--- src/ldf_pkg.sv ---
package ldf_pkg;

	localparam int HEADER_BYTES = 8;
	localparam int FILL_W       = $clog2(HEADER_BYTES);

	localparam int CFG_IDX_W  = 2;
	localparam int CFG_DATA_W = 16;

	localparam logic [CFG_IDX_W-1:0] REG_MAX_PAYLOAD = 2'd0;
	localparam logic [CFG_IDX_W-1:0] REG_PING_TYPE   = 2'd1;
	localparam logic [CFG_IDX_W-1:0] REG_PONG_TYPE   = 2'd2;

	localparam logic [15:0] MAX_PAYLOAD_RST = 16'd512;
	localparam logic [7:0]  PING_TYPE_RST   = 8'd7;
	localparam logic [7:0]  PONG_TYPE_RST   = 8'd8;

	localparam logic KIND_DATA = 1'b0;
	localparam logic KIND_PONG = 1'b1;

	localparam logic [FILL_W-1:0] FILL_LAST = FILL_W'(HEADER_BYTES - 1);

	typedef logic [7:0] byte_t;
	typedef byte_t window_t [HEADER_BYTES];

endpackage

--- src/length_prefixed_deframer.sv ---
// the result of an accepted byte is registered and shows in the output register in the next cycle
// throughput: one byte per cycle while in_stall is low; parser state and result come from one pass of logic
// an output request waiting under stall blocks intake only while it is not taken
// reset: arst_n asynchronous, active low; parser cleared, registers to 512 / 7 / 8
// restart on an accepted byte clears the parser and the byte gives no result
module length_prefixed_deframer import ldf_pkg::*; (
	input  logic                  clk,
	input  logic                  arst_n,
	input  logic                  cfg_we,
	input  logic [CFG_IDX_W-1:0]  cfg_index,
	input  logic [CFG_DATA_W-1:0] cfg_data,
	input  logic                  in_valid,
	output logic                  in_stall,
	input  logic [7:0]            rx_byte,
	input  logic                  restart,
	output logic                  out_valid,
	input  logic                  out_stall,
	output logic                  kind,
	output logic [7:0]            frame_type,
	output logic [7:0]            frame_flags,
	output logic [15:0]           frame_seq,
	output logic [7:0]            payload_byte,
	output logic                  last_of_frame
);

	logic [15:0]       max_payload_q;
	logic [7:0]        ping_type_q;
	logic [7:0]        pong_type_q;

	window_t           win_q, win_d;
	logic [FILL_W-1:0] fill_q, fill_d;
	logic              in_payload_q, in_payload_d;
	logic [15:0]       left_q, left_d;
	logic [7:0]        type_q, type_d;
	logic [7:0]        flags_q, flags_d;
	logic [15:0]       seq_q, seq_d;

	logic              out_valid_q;
	logic              kind_q;
	logic [7:0]        type_out_q;
	logic [7:0]        flags_out_q;
	logic [15:0]       seq_out_q;
	logic [7:0]        data_out_q;
	logic              last_out_q;

	logic              accept;
	logic              res_v;
	logic              res_kind;
	logic [7:0]        res_data;
	logic              res_last;
	logic [15:0]       left_m1;
	logic [31:0]       len;

	assign in_stall = out_valid_q && out_stall;
	assign accept   = in_valid && !in_stall;
	assign left_m1  = left_q - 16'd1;
	assign len      = {rx_byte, win_q[6], win_q[5], win_q[4]};

	always_ff @(posedge clk or negedge arst_n) begin
		if (!arst_n) begin
			max_payload_q <= MAX_PAYLOAD_RST;
			ping_type_q   <= PING_TYPE_RST;
			pong_type_q   <= PONG_TYPE_RST;
		end else if (cfg_we) begin
			unique case (cfg_index)
				REG_MAX_PAYLOAD: max_payload_q <= cfg_data;
				REG_PING_TYPE:   ping_type_q   <= cfg_data[7:0];
				REG_PONG_TYPE:   pong_type_q   <= cfg_data[7:0];
				default: ;
			endcase
		end
	end

	always_comb begin
		win_d        = win_q;
		fill_d       = fill_q;
		in_payload_d = in_payload_q;
		left_d       = left_q;
		type_d       = type_q;
		flags_d      = flags_q;
		seq_d        = seq_q;
		res_v        = 1'b0;
		res_kind     = KIND_DATA;
		res_data     = 8'd0;
		res_last     = 1'b0;
		if (accept) begin
			if (restart) begin
				for (int i = 0; i < HEADER_BYTES; i++) begin
					win_d[i] = 8'd0;
				end
				fill_d       = '0;
				in_payload_d = 1'b0;
				left_d       = 16'd0;
				type_d       = 8'd0;
				flags_d      = 8'd0;
				seq_d        = 16'd0;
			end else if (in_payload_q) begin
				left_d = left_m1;
				if (left_m1 == 16'd0) begin
					in_payload_d = 1'b0;
				end
				if (type_q == ping_type_q) begin
					if (left_m1 == 16'd0) begin
						res_v    = 1'b1;
						res_kind = KIND_PONG;
						res_last = 1'b1;
					end
				end else if (type_q != pong_type_q) begin
					res_v    = 1'b1;
					res_data = rx_byte;
					res_last = (left_m1 == 16'd0);
				end
			end else begin
				win_d[fill_q] = rx_byte;
				if (fill_q == FILL_LAST) begin
					if (len[31:16] != 16'd0 || len[15:0] > max_payload_q) begin
						// resync: drop the oldest byte
						for (int i = 0; i < HEADER_BYTES - 2; i++) begin
							win_d[i] = win_q[i+1];
						end
						win_d[HEADER_BYTES-2] = rx_byte;
						win_d[HEADER_BYTES-1] = 8'd0;
						fill_d = FILL_LAST;
					end else begin
						type_d       = win_q[0];
						flags_d      = win_q[1];
						seq_d        = {win_q[3], win_q[2]};
						left_d       = len[15:0];
						fill_d       = '0;
						in_payload_d = (len[15:0] != 16'd0);
						if (len[15:0] == 16'd0 && win_q[0] == ping_type_q) begin
							res_v    = 1'b1;
							res_kind = KIND_PONG;
							res_last = 1'b1;
						end
					end
				end else begin
					fill_d = fill_q + FILL_W'(1);
				end
			end
		end
	end

	always_ff @(posedge clk or negedge arst_n) begin
		if (!arst_n) begin
			for (int i = 0; i < HEADER_BYTES; i++) begin
				win_q[i] <= 8'd0;
			end
			fill_q       <= '0;
			in_payload_q <= 1'b0;
			left_q       <= 16'd0;
			type_q       <= 8'd0;
			flags_q      <= 8'd0;
			seq_q        <= 16'd0;
			out_valid_q  <= 1'b0;
		end else begin
			win_q        <= win_d;
			fill_q       <= fill_d;
			in_payload_q <= in_payload_d;
			left_q       <= left_d;
			type_q       <= type_d;
			flags_q      <= flags_d;
			seq_q        <= seq_d;
			if (!in_stall) begin
				out_valid_q <= accept && res_v;
			end
		end
	end

	always_ff @(posedge clk) begin
		if (accept && res_v) begin
			kind_q      <= res_kind;
			type_out_q  <= type_d;
			flags_out_q <= flags_d;
			seq_out_q   <= seq_d;
			data_out_q  <= res_data;
			last_out_q  <= res_last;
		end
	end

	assign out_valid     = out_valid_q;
	assign kind          = kind_q;
	assign frame_type    = type_out_q;
	assign frame_flags   = flags_out_q;
	assign frame_seq     = seq_out_q;
	assign payload_byte  = data_out_q;
	assign last_of_frame = last_out_q;

`ifndef NO_ASSERTIONS
	a_payload_fill: assert property (@(posedge clk) disable iff (!arst_n)
		in_payload_q |-> (fill_q == '0 && left_q != 16'd0))
		else $error("payload phase with header bytes pending or no bytes left");

	a_restart_clears: assert property (@(posedge clk) disable iff (!arst_n)
		(accept && restart) |=> (!in_payload_q && fill_q == '0 && !$rose(out_valid_q)))
		else $error("restart left parser state or produced a result");

	a_pong_shape: assert property (@(posedge clk) disable iff (!arst_n)
		(out_valid_q && kind_q == KIND_PONG) |-> (last_out_q && data_out_q == 8'd0))
		else $error("pong request without last mark or with data");

	a_no_result_idle: assert property (@(posedge clk) disable iff (!arst_n)
		(!in_stall && !accept) |=> !out_valid_q)
		else $error("result appeared without an accepted byte");
`endif

endmodule

--- config.mk ---
export PLATFORM = sky130hd
export DESIGN_NAME = length_prefixed_deframer
export DESIGN_NICKNAME = d
export VERILOG_FILES = /design/src/ldf_pkg.sv /design/src/length_prefixed_deframer.sv
export SDC_FILE = /design/constraint.sdc
export NUM_CORES = 1
export LEC_CHECK = 0
export ABC_AREA = 1
export BUFFER_PORTS_ARGS = -buffer_cell sky130_fd_sc_hd__buf_2
export CELL_PAD_IN_SITES_DETAIL_PLACEMENT = 2
export CELL_PAD_IN_SITES_GLOBAL_PLACEMENT = 2
export CORE_AREA = 2 2 171 173
export DETAILED_ROUTE_END_ITERATION = 16
export DIE_AREA = 0 0 173 175
export PLACE_DENSITY = 0.92
export SLEW_MARGIN = 20
export SYNTH_ARGS = -nofsm -noshare
export SYNTH_HDL_FRONTEND = slang
export SYNTH_SLANG_ARGS = --single-unit
export TNS_END_PERCENT = 1
--- constraint.sdc ---
create_clock -name clk -period 3.8 [get_ports clk]
set_clock_uncertainty 0.15 [all_clocks]
set_input_delay 0 -clock clk [delete_from_list [all_inputs] [get_ports clk]]
set_output_delay 0 -clock clk [all_outputs]
set_load 0.01 [all_outputs]
# Word level (Yosys, flattened, before mapping)
# Cells that the tools add are included.
# Widths: inputs -> output; s select.
totals:
  regBits: 191
  latchBits: 0
  mem_bits_rw: 0
  rom_bits: 0
  input_bits: 32
  output_inout_bits: 44
  word_cells: 110
  mem_count: 0
op_classes:
  n_addsub: 2
  n_mul: 0
  n_div: 0
  n_lt_le_gt_ge: 3
  eq_ne: 8
  n_shift: 0
  n_mux: 49
  bitwise_logic: 4
  reduce_logical: 20
op_table:
  columns: ["cell", "count"]
  rows:
  - ["$mux 64", 4]
  - ["$mux 16", 9]
  - ["$mux 8", 11]
  - ["$bwmux 64", 1]
  - ["$logic_not 16->1", 2]
  - ["$reduce_bool 16->1", 2]
  - ["$demux 8 s3", 1]
  - ["$mux 1", 19]
  - ["$eq 8x8->1", 2]
  - ["$gt 16x16->1", 1]
  - ["$sub 16x1->16 const B", 1]
  - ["$mux 3", 4]
  - ["$ne 8x8->1", 1]
  - ["$reduce_and 2->1", 4]
  - ["$logic_and 1x1->1", 5]
  - ["$reduce_or 5->1", 1]
  - ["$ge 4x4->1 const B", 1]
  - ["$lt 4x1->1 const B", 1]
  - ["$not 3->4", 1]
  - ["$add 3x1->3 const B", 1]
  - ["$eq 3x3->1 const B", 1]
  - ["$ne 3x3->1 const B", 1]
  - ["$not 1->1", 3]
  - ["$reduce_and 3->1", 1]
  - ["other kinds (8)", 8]

# Depth between registers and ports, before layout
depth:
  ltp_word: 10
  mapped_depth: 19

# Least setup slack after synthesis
# Ideal clock, no wire load.
synth_path:
  path_kind: "register -> register"
  startpoint: "reg max_payload_q[9]"
  endpoint: "reg flags_out_q[0] (netlist: frame_flags[0]), enable pin"
  arrival_time_ps: 2593
  required_time_ps: 3250
  path_slack_ps: 657
  stages_incl_launch_ff: 14
  path_buffers: 0
  synth_period_minus_slack_ps: 3143
  cell_sequence: "dfstp_2 inv_1 ha_1 nand2_1 nand2_1 nand3_1 nand2_1 a21oi_1 nand2_1 nand2_1 nand3_2 nor2_1 nand3_1 nand2_1"
synth_via:
  elab_chain_cells: 8
synth_lines:
  columns: ["item", "line_no", "source"]
  rows:
  - ["start, declared", "length_prefixed_deframer.sv:26", "logic [15:0] max_payload_q;"]
  - ["start signal, assigned", "length_prefixed_deframer.sv:66", "REG_MAX_PAYLOAD: max_payload_q <= cfg_data;"]
  - ["$gt 16x16->1", "length_prefixed_deframer.sv:116", "if (len[31:16] != 16'd0 || len[15:0] > max_payload_q) begin"]
  - ["$logic_or 1x1->1", "length_prefixed_deframer.sv:116", null]
  - ["$mux 1", "length_prefixed_deframer.sv:116", null]
  - ["$mux 1", "length_prefixed_deframer.sv:115", "if (fill_q == FILL_LAST) begin"]
  - ["$mux 1", "length_prefixed_deframer.sv:97", "end else if (in_payload_q) begin"]
  - ["$mux 1", "length_prefixed_deframer.sv:87", "if (restart) begin"]
  - ["$mux 1", "length_prefixed_deframer.sv:86", "if (accept) begin"]
  - ["$logic_and 1x1->1", "length_prefixed_deframer.sv:171", "if (accept && res_v) begin"]
  - ["end signal, assigned", "length_prefixed_deframer.sv:174", "flags_out_q <= flags_d;"]
  - ["end, declared", "length_prefixed_deframer.sv:41", "logic [7:0] flags_out_q;"]
# Every way passes these cells.
# A chain may end at the register's enable or synchronous reset.

# Final worst setup path
layout_path:
  startpoint: "reg in_payload_q"
  endpoint: "reg flags_out_q[5] (netlist: frame_flags[5]), enable pin"
layout_via:
  elab_chain_cells: 4
layout_lines:
  columns: ["item", "line_no", "source"]
  rows:
  - ["start, declared", "length_prefixed_deframer.sv:32", "logic in_payload_q, in_payload_d;"]
  - ["start signal, assigned", "length_prefixed_deframer.sv:159", "in_payload_q <= in_payload_d;"]
  - ["$mux 1", "length_prefixed_deframer.sv:97", null]
  - ["$mux 1", "length_prefixed_deframer.sv:87", null]
  - ["$mux 1", "length_prefixed_deframer.sv:86", null]
  - ["$logic_and 1x1->1", "length_prefixed_deframer.sv:171", null]
# Every way passes these cells.

==> results <==
- The run finished with clean final reports.
- Summed over all layers, the global routing overflow is 0.
- The layout-stage area growth over the synthesis result is 16.0%.
- The root buffer cell chosen for the clock tree is sky130_fd_sc_hd__clkbuf_16.
- Net switching is 36.1% of the power.
- The highest clock frequency the design can meet is 283 MHz.
- After the last flow step, the layout net total stands at 1472.
- During I/O placement, the number of pins put on the boundary was 76.
- For this block, the via count after detailed routing is 10.3k.
- The number of fill cells is 3279.
- The most numerous cell on the critical path is sky130_fd_sc_hd__nor2_1.
- In this run the horizontal extent of the chip is 173 microns.
- A synthesized cell averages 7.53 sq um.
- The internal power summed over all cells is 3.32 mW.
- Dividing total power by cell area gives a power density of 442 nW/um^2.
- In the final layout, the share of cells above drive strength 1 is 10.5%.
- The number of antenna diodes in the final layout is 0.
- The number of nets in the synthesized netlist is 1398.
- Entering global routing, the biggest net connects 88 pins.
- The initial utilization of the core area, before any placement, comes to 35.7%.
- For the pin with the worst max-slew slack, the measured transition is 927 ps.
- For this run, the share of the core covered by cells in the final layout is 41.4%.
- Routability-driven placement finished with a final weighted congestion of 0.864.
- The DRC violation count after routing is 0.
- The y dimension of the die is 175 microns.
- STA classifies the critical path startpoint as a flop.
- The maximum clock path buffer count is 2.
- The critical path goes through inv_2 -> nor2_1 -> inv_1 -> nor2_1 -> nand3_1 -> nand2_2 -> buf_4.
- The first detailed-routing pass took 5 iterations.
- The max-slew violation total from the final report came to 0.
- The overall global routing resource usage is 29.1%.
- STA puts the critical path data arrival time at 3530 ps.
- The H-tree was split into 4 levels.
- The portion of the clock cycle consumed by the worst path in the final layout is 93.0%.
- Clock-pin slew was measured on the worst setup and hold paths at 90 ps.
- Along the worst path, the maximum fanout reaches 35.
- The synthesized netlist contains 38 unique library cells.
- The total wire length is 43.2 mm.
- Setup repair after global routing left no endpoint under its margin.
- Combinational logic is responsible for 18.8% of the overall power.
- The critical path is of the flop to flop type.
- In the final routed layout, each cell accounts on average for 23.8 microns.
- The highest ir drop seen on vdd is 0.000299 V.
- The clock net in this run drives a total of 183 sinks.
- The worst-path cell with the longest stage delay is sky130_fd_sc_hd__nor2_1.
- The total net switching power is 1.88 mW.
- In this run the core area contains 62 standard-cell rows.
- The total number of yosys warnings is 0.
- The total negative slack is 0 ps.
- In the synthesized netlist, the number of instances is 1346.
- The class of the tightest hold or removal check is primary input to async pin.
- The die footprint is 30300 sq um.
- The hold violation total from the final report was 0.
- In this run, synthesis produced a sequential element count of 183.
- The minimum clock period after layout is 3530 ps.
- The required time reported for the critical path endpoint is 3790 ps.
- The synthesized netlist occupies a cell area of 10100 sq um.
- The total area inside the core boundary comes to 28400 sq um.
- The detail route stage leaves a number of antenna-violating nets equal to 0.
- Setup violations remaining at the end of the flow were counted as 0.
- In this run the tightest slew margin relative to its limit is 38.2%.
- The cell leakage power is 5.54 nW.
- The delay of the slowest cell on the worst path is 750 ps.
- The post-cts repair resize count is 0.
- The total setup buffers inserted after CTS is 0.
- The number of antenna violations at the first check in global routing came to 1.
- TritonCTS built the clock tree.
- The tool flagged a number of max-cap violations equal to 0.
- STA classifies the critical path endpoint as a flop.
- The detail-routed via count per cell is 5.66.
- The later pin in the worst-skew pair is clocked with a latency of 480 ps.
- The sequential element share of the synthesized area is 47.3%.
- Of the total power, registers draw 43.3%.
- The post-route worst hold slack is 41.3 ps.
- The first-pass GRT wire length is 68.3 mm.
- The share of total power in the clock network is 37.8%.
- The number of global-route vias before repair is 11.5k.
- The number of DRC markers in iteration 0 is 748.
- The total CTS buffers is 17.
- During placement, the flow inserted port buffers numbering 75.
- The HPWL after detailed placement is 26.4 mm.
-- cell type report --
class	instances	area [sq um]	share of cell area [%]
Timing Repair Buffer	119	787	6.69
Multi-Input combinational cell	935	4440	37.8
Clock buffer	17	425	3.62
Sequential cell	183	4800	40.8
Tap cell	384	480	4.09
Clock inverter	15	214	1.82
Inverter	164	616	5.23
-- critical path, delay by kind of cell (launching register included) --
| kind | cells | cell delay, ps |
|---|---|---|
| buffers and inverters | 3 | 1040 |
| and+or+nand+nor | 4 | 1480 |
| DFF | 1 | 500 |
-- routing by layer --
layer	part of all wire, %	vias to the layer above	GRT usage [%]
met3	4.1	135	4.33
li1	-	4526	-
met5	0.030	-	0
met2	50	338	50.9
met4	4.4	2	13.9
met1	41	5283	35.3
-- state kept, by name (all words and copies together) (netlist names) --
| signal | count |
|---|---|
| type_q | 8 |
| frame_flags | 8 |
| flags_q | 8 |
| frame_seq | 16 |
| fill_q | 3 |
| max_payload_q | 16 |
| kind | 1 |
| left_q | 16 |
| pong_type_q | 8 |
| frame_type | 8 |
| in_payload_q | 1 |
| ping_type_q | 8 |
| win_q | 32 |
| seq_q | 16 |
| payload_byte | 8 |
| last_of_frame | 1 |
| out_valid | 1 |
| len | 24 |
-- metrics by stage --
step	total power [mW]	cells	area, sq um	setup slack (ps)
after global placement	3.05	1760	10900	839
after detailed placement	3.14	1760	10900	570
final	5.20	1817	11800	267
after CTS	5.16	1817	11800	463
after global routing	5.38	1817	11800	124
after floorplan	2.79	1346	10100	657
-- Yosys cell counts, drive strengths merged --
master / number / area [sq um]
o22ai: 8 / 50.1
nor3: 5 / 30.0
edfxtp: 42 / 1260
clkbuf: 40 / 150
a22oi: 9 / 67.6
nor4: 9 / 56.3
a21o: 1 / 7.51
and2: 1 / 6.26
o21bai: 1 / 7.51
clkinv: 1 / 3.75
xnor2: 13 / 114
or2: 3 / 18.8
nand2: 399 / 1510
nor2: 107 / 419
nand3b: 2 / 15.0
o2111ai: 1 / 8.76
dfrtp: 136 / 3400
inv: 163 / 612
o21ai: 151 / 756
xor2: 4 / 35.0
buf: 24 / 155
nand4: 44 / 275
nand3: 140 / 706
dfstp: 5 / 131
a21oi: 17 / 88.8
ha: 20 / 250
-- logic make-up after synthesis --
group | Yosys count | share of synthesized area, %
buf+inv | 228 | 9.08
fa+ha+maj | 20 | 2.47
compound gates | 188 | 9.72
simple gates | 710 | 30.0
flops | 183 | 47.3
xor+xnor | 17 | 1.47
-- path summary, 6_finish.rpt --
check	depth (start not counted)	endpoint	slack, ps	start
setup / recovery	7	frame_flags[5]$_DFFE_PP_	270	in_payload_q$_DFFE_PN0P_
hold / removal	2	fill_q[0]$_DFFE_PN0P_	40	arst_n
setup reg to reg	7	frame_flags[5]$_DFFE_PP_	270	in_payload_q$_DFFE_PN0P_
hold reg to reg	2	seq_q[9]$_DFF_PN0_	360	seq_q[9]$_DFF_PN0_
max in group asynchronous	3	pong_type_q[3]$_DFFE_PN1P_	2460	arst_n
min in group clk	3	pong_type_q[3]$_DFFE_PN1P_	60	cfg_we
-- repair_timing --
| item | CTS | global route |
|---|---|---|
| setup endpoints to repair | 0 | 0 |
| hold buffers | 25 | 0 |
| hold endpoints to repair | 138 | 0 |
-- power by group through the flow --
stage / registers [mW] / clock network, mW / logic (mW)
3_3_place_gp: 2.27 / 0 / 0.785
5_1_grt: 2.26 / 2.04 / 1.08
2_1_floorplan: 2.23 / 0 / 0.564
6_report: 2.25 / 1.97 / 0.979
4_1_cts: 2.24 / 1.98 / 0.930
3_5_place_dp: 2.28 / 0 / 0.863
-- cells in the final DEF (no fill, tap or decap), types with 42 or more instances in the layout --
cell type,count
sky130_fd_sc_hd__o21ai_0,99
sky130_fd_sc_hd__dfrtp_1,136
sky130_fd_sc_hd__nand2_1,394
sky130_fd_sc_hd__nand4_1,44
sky130_fd_sc_hd__buf_2,74
sky130_fd_sc_hd__edfxtp_1,42
sky130_fd_sc_hd__inv_1,160
sky130_fd_sc_hd__nor2_1,103
sky130_fd_sc_hd__nand3_1,138
sky130_fd_sc_hd__o21ai_1,52
(Power assumes the default switching activity.)
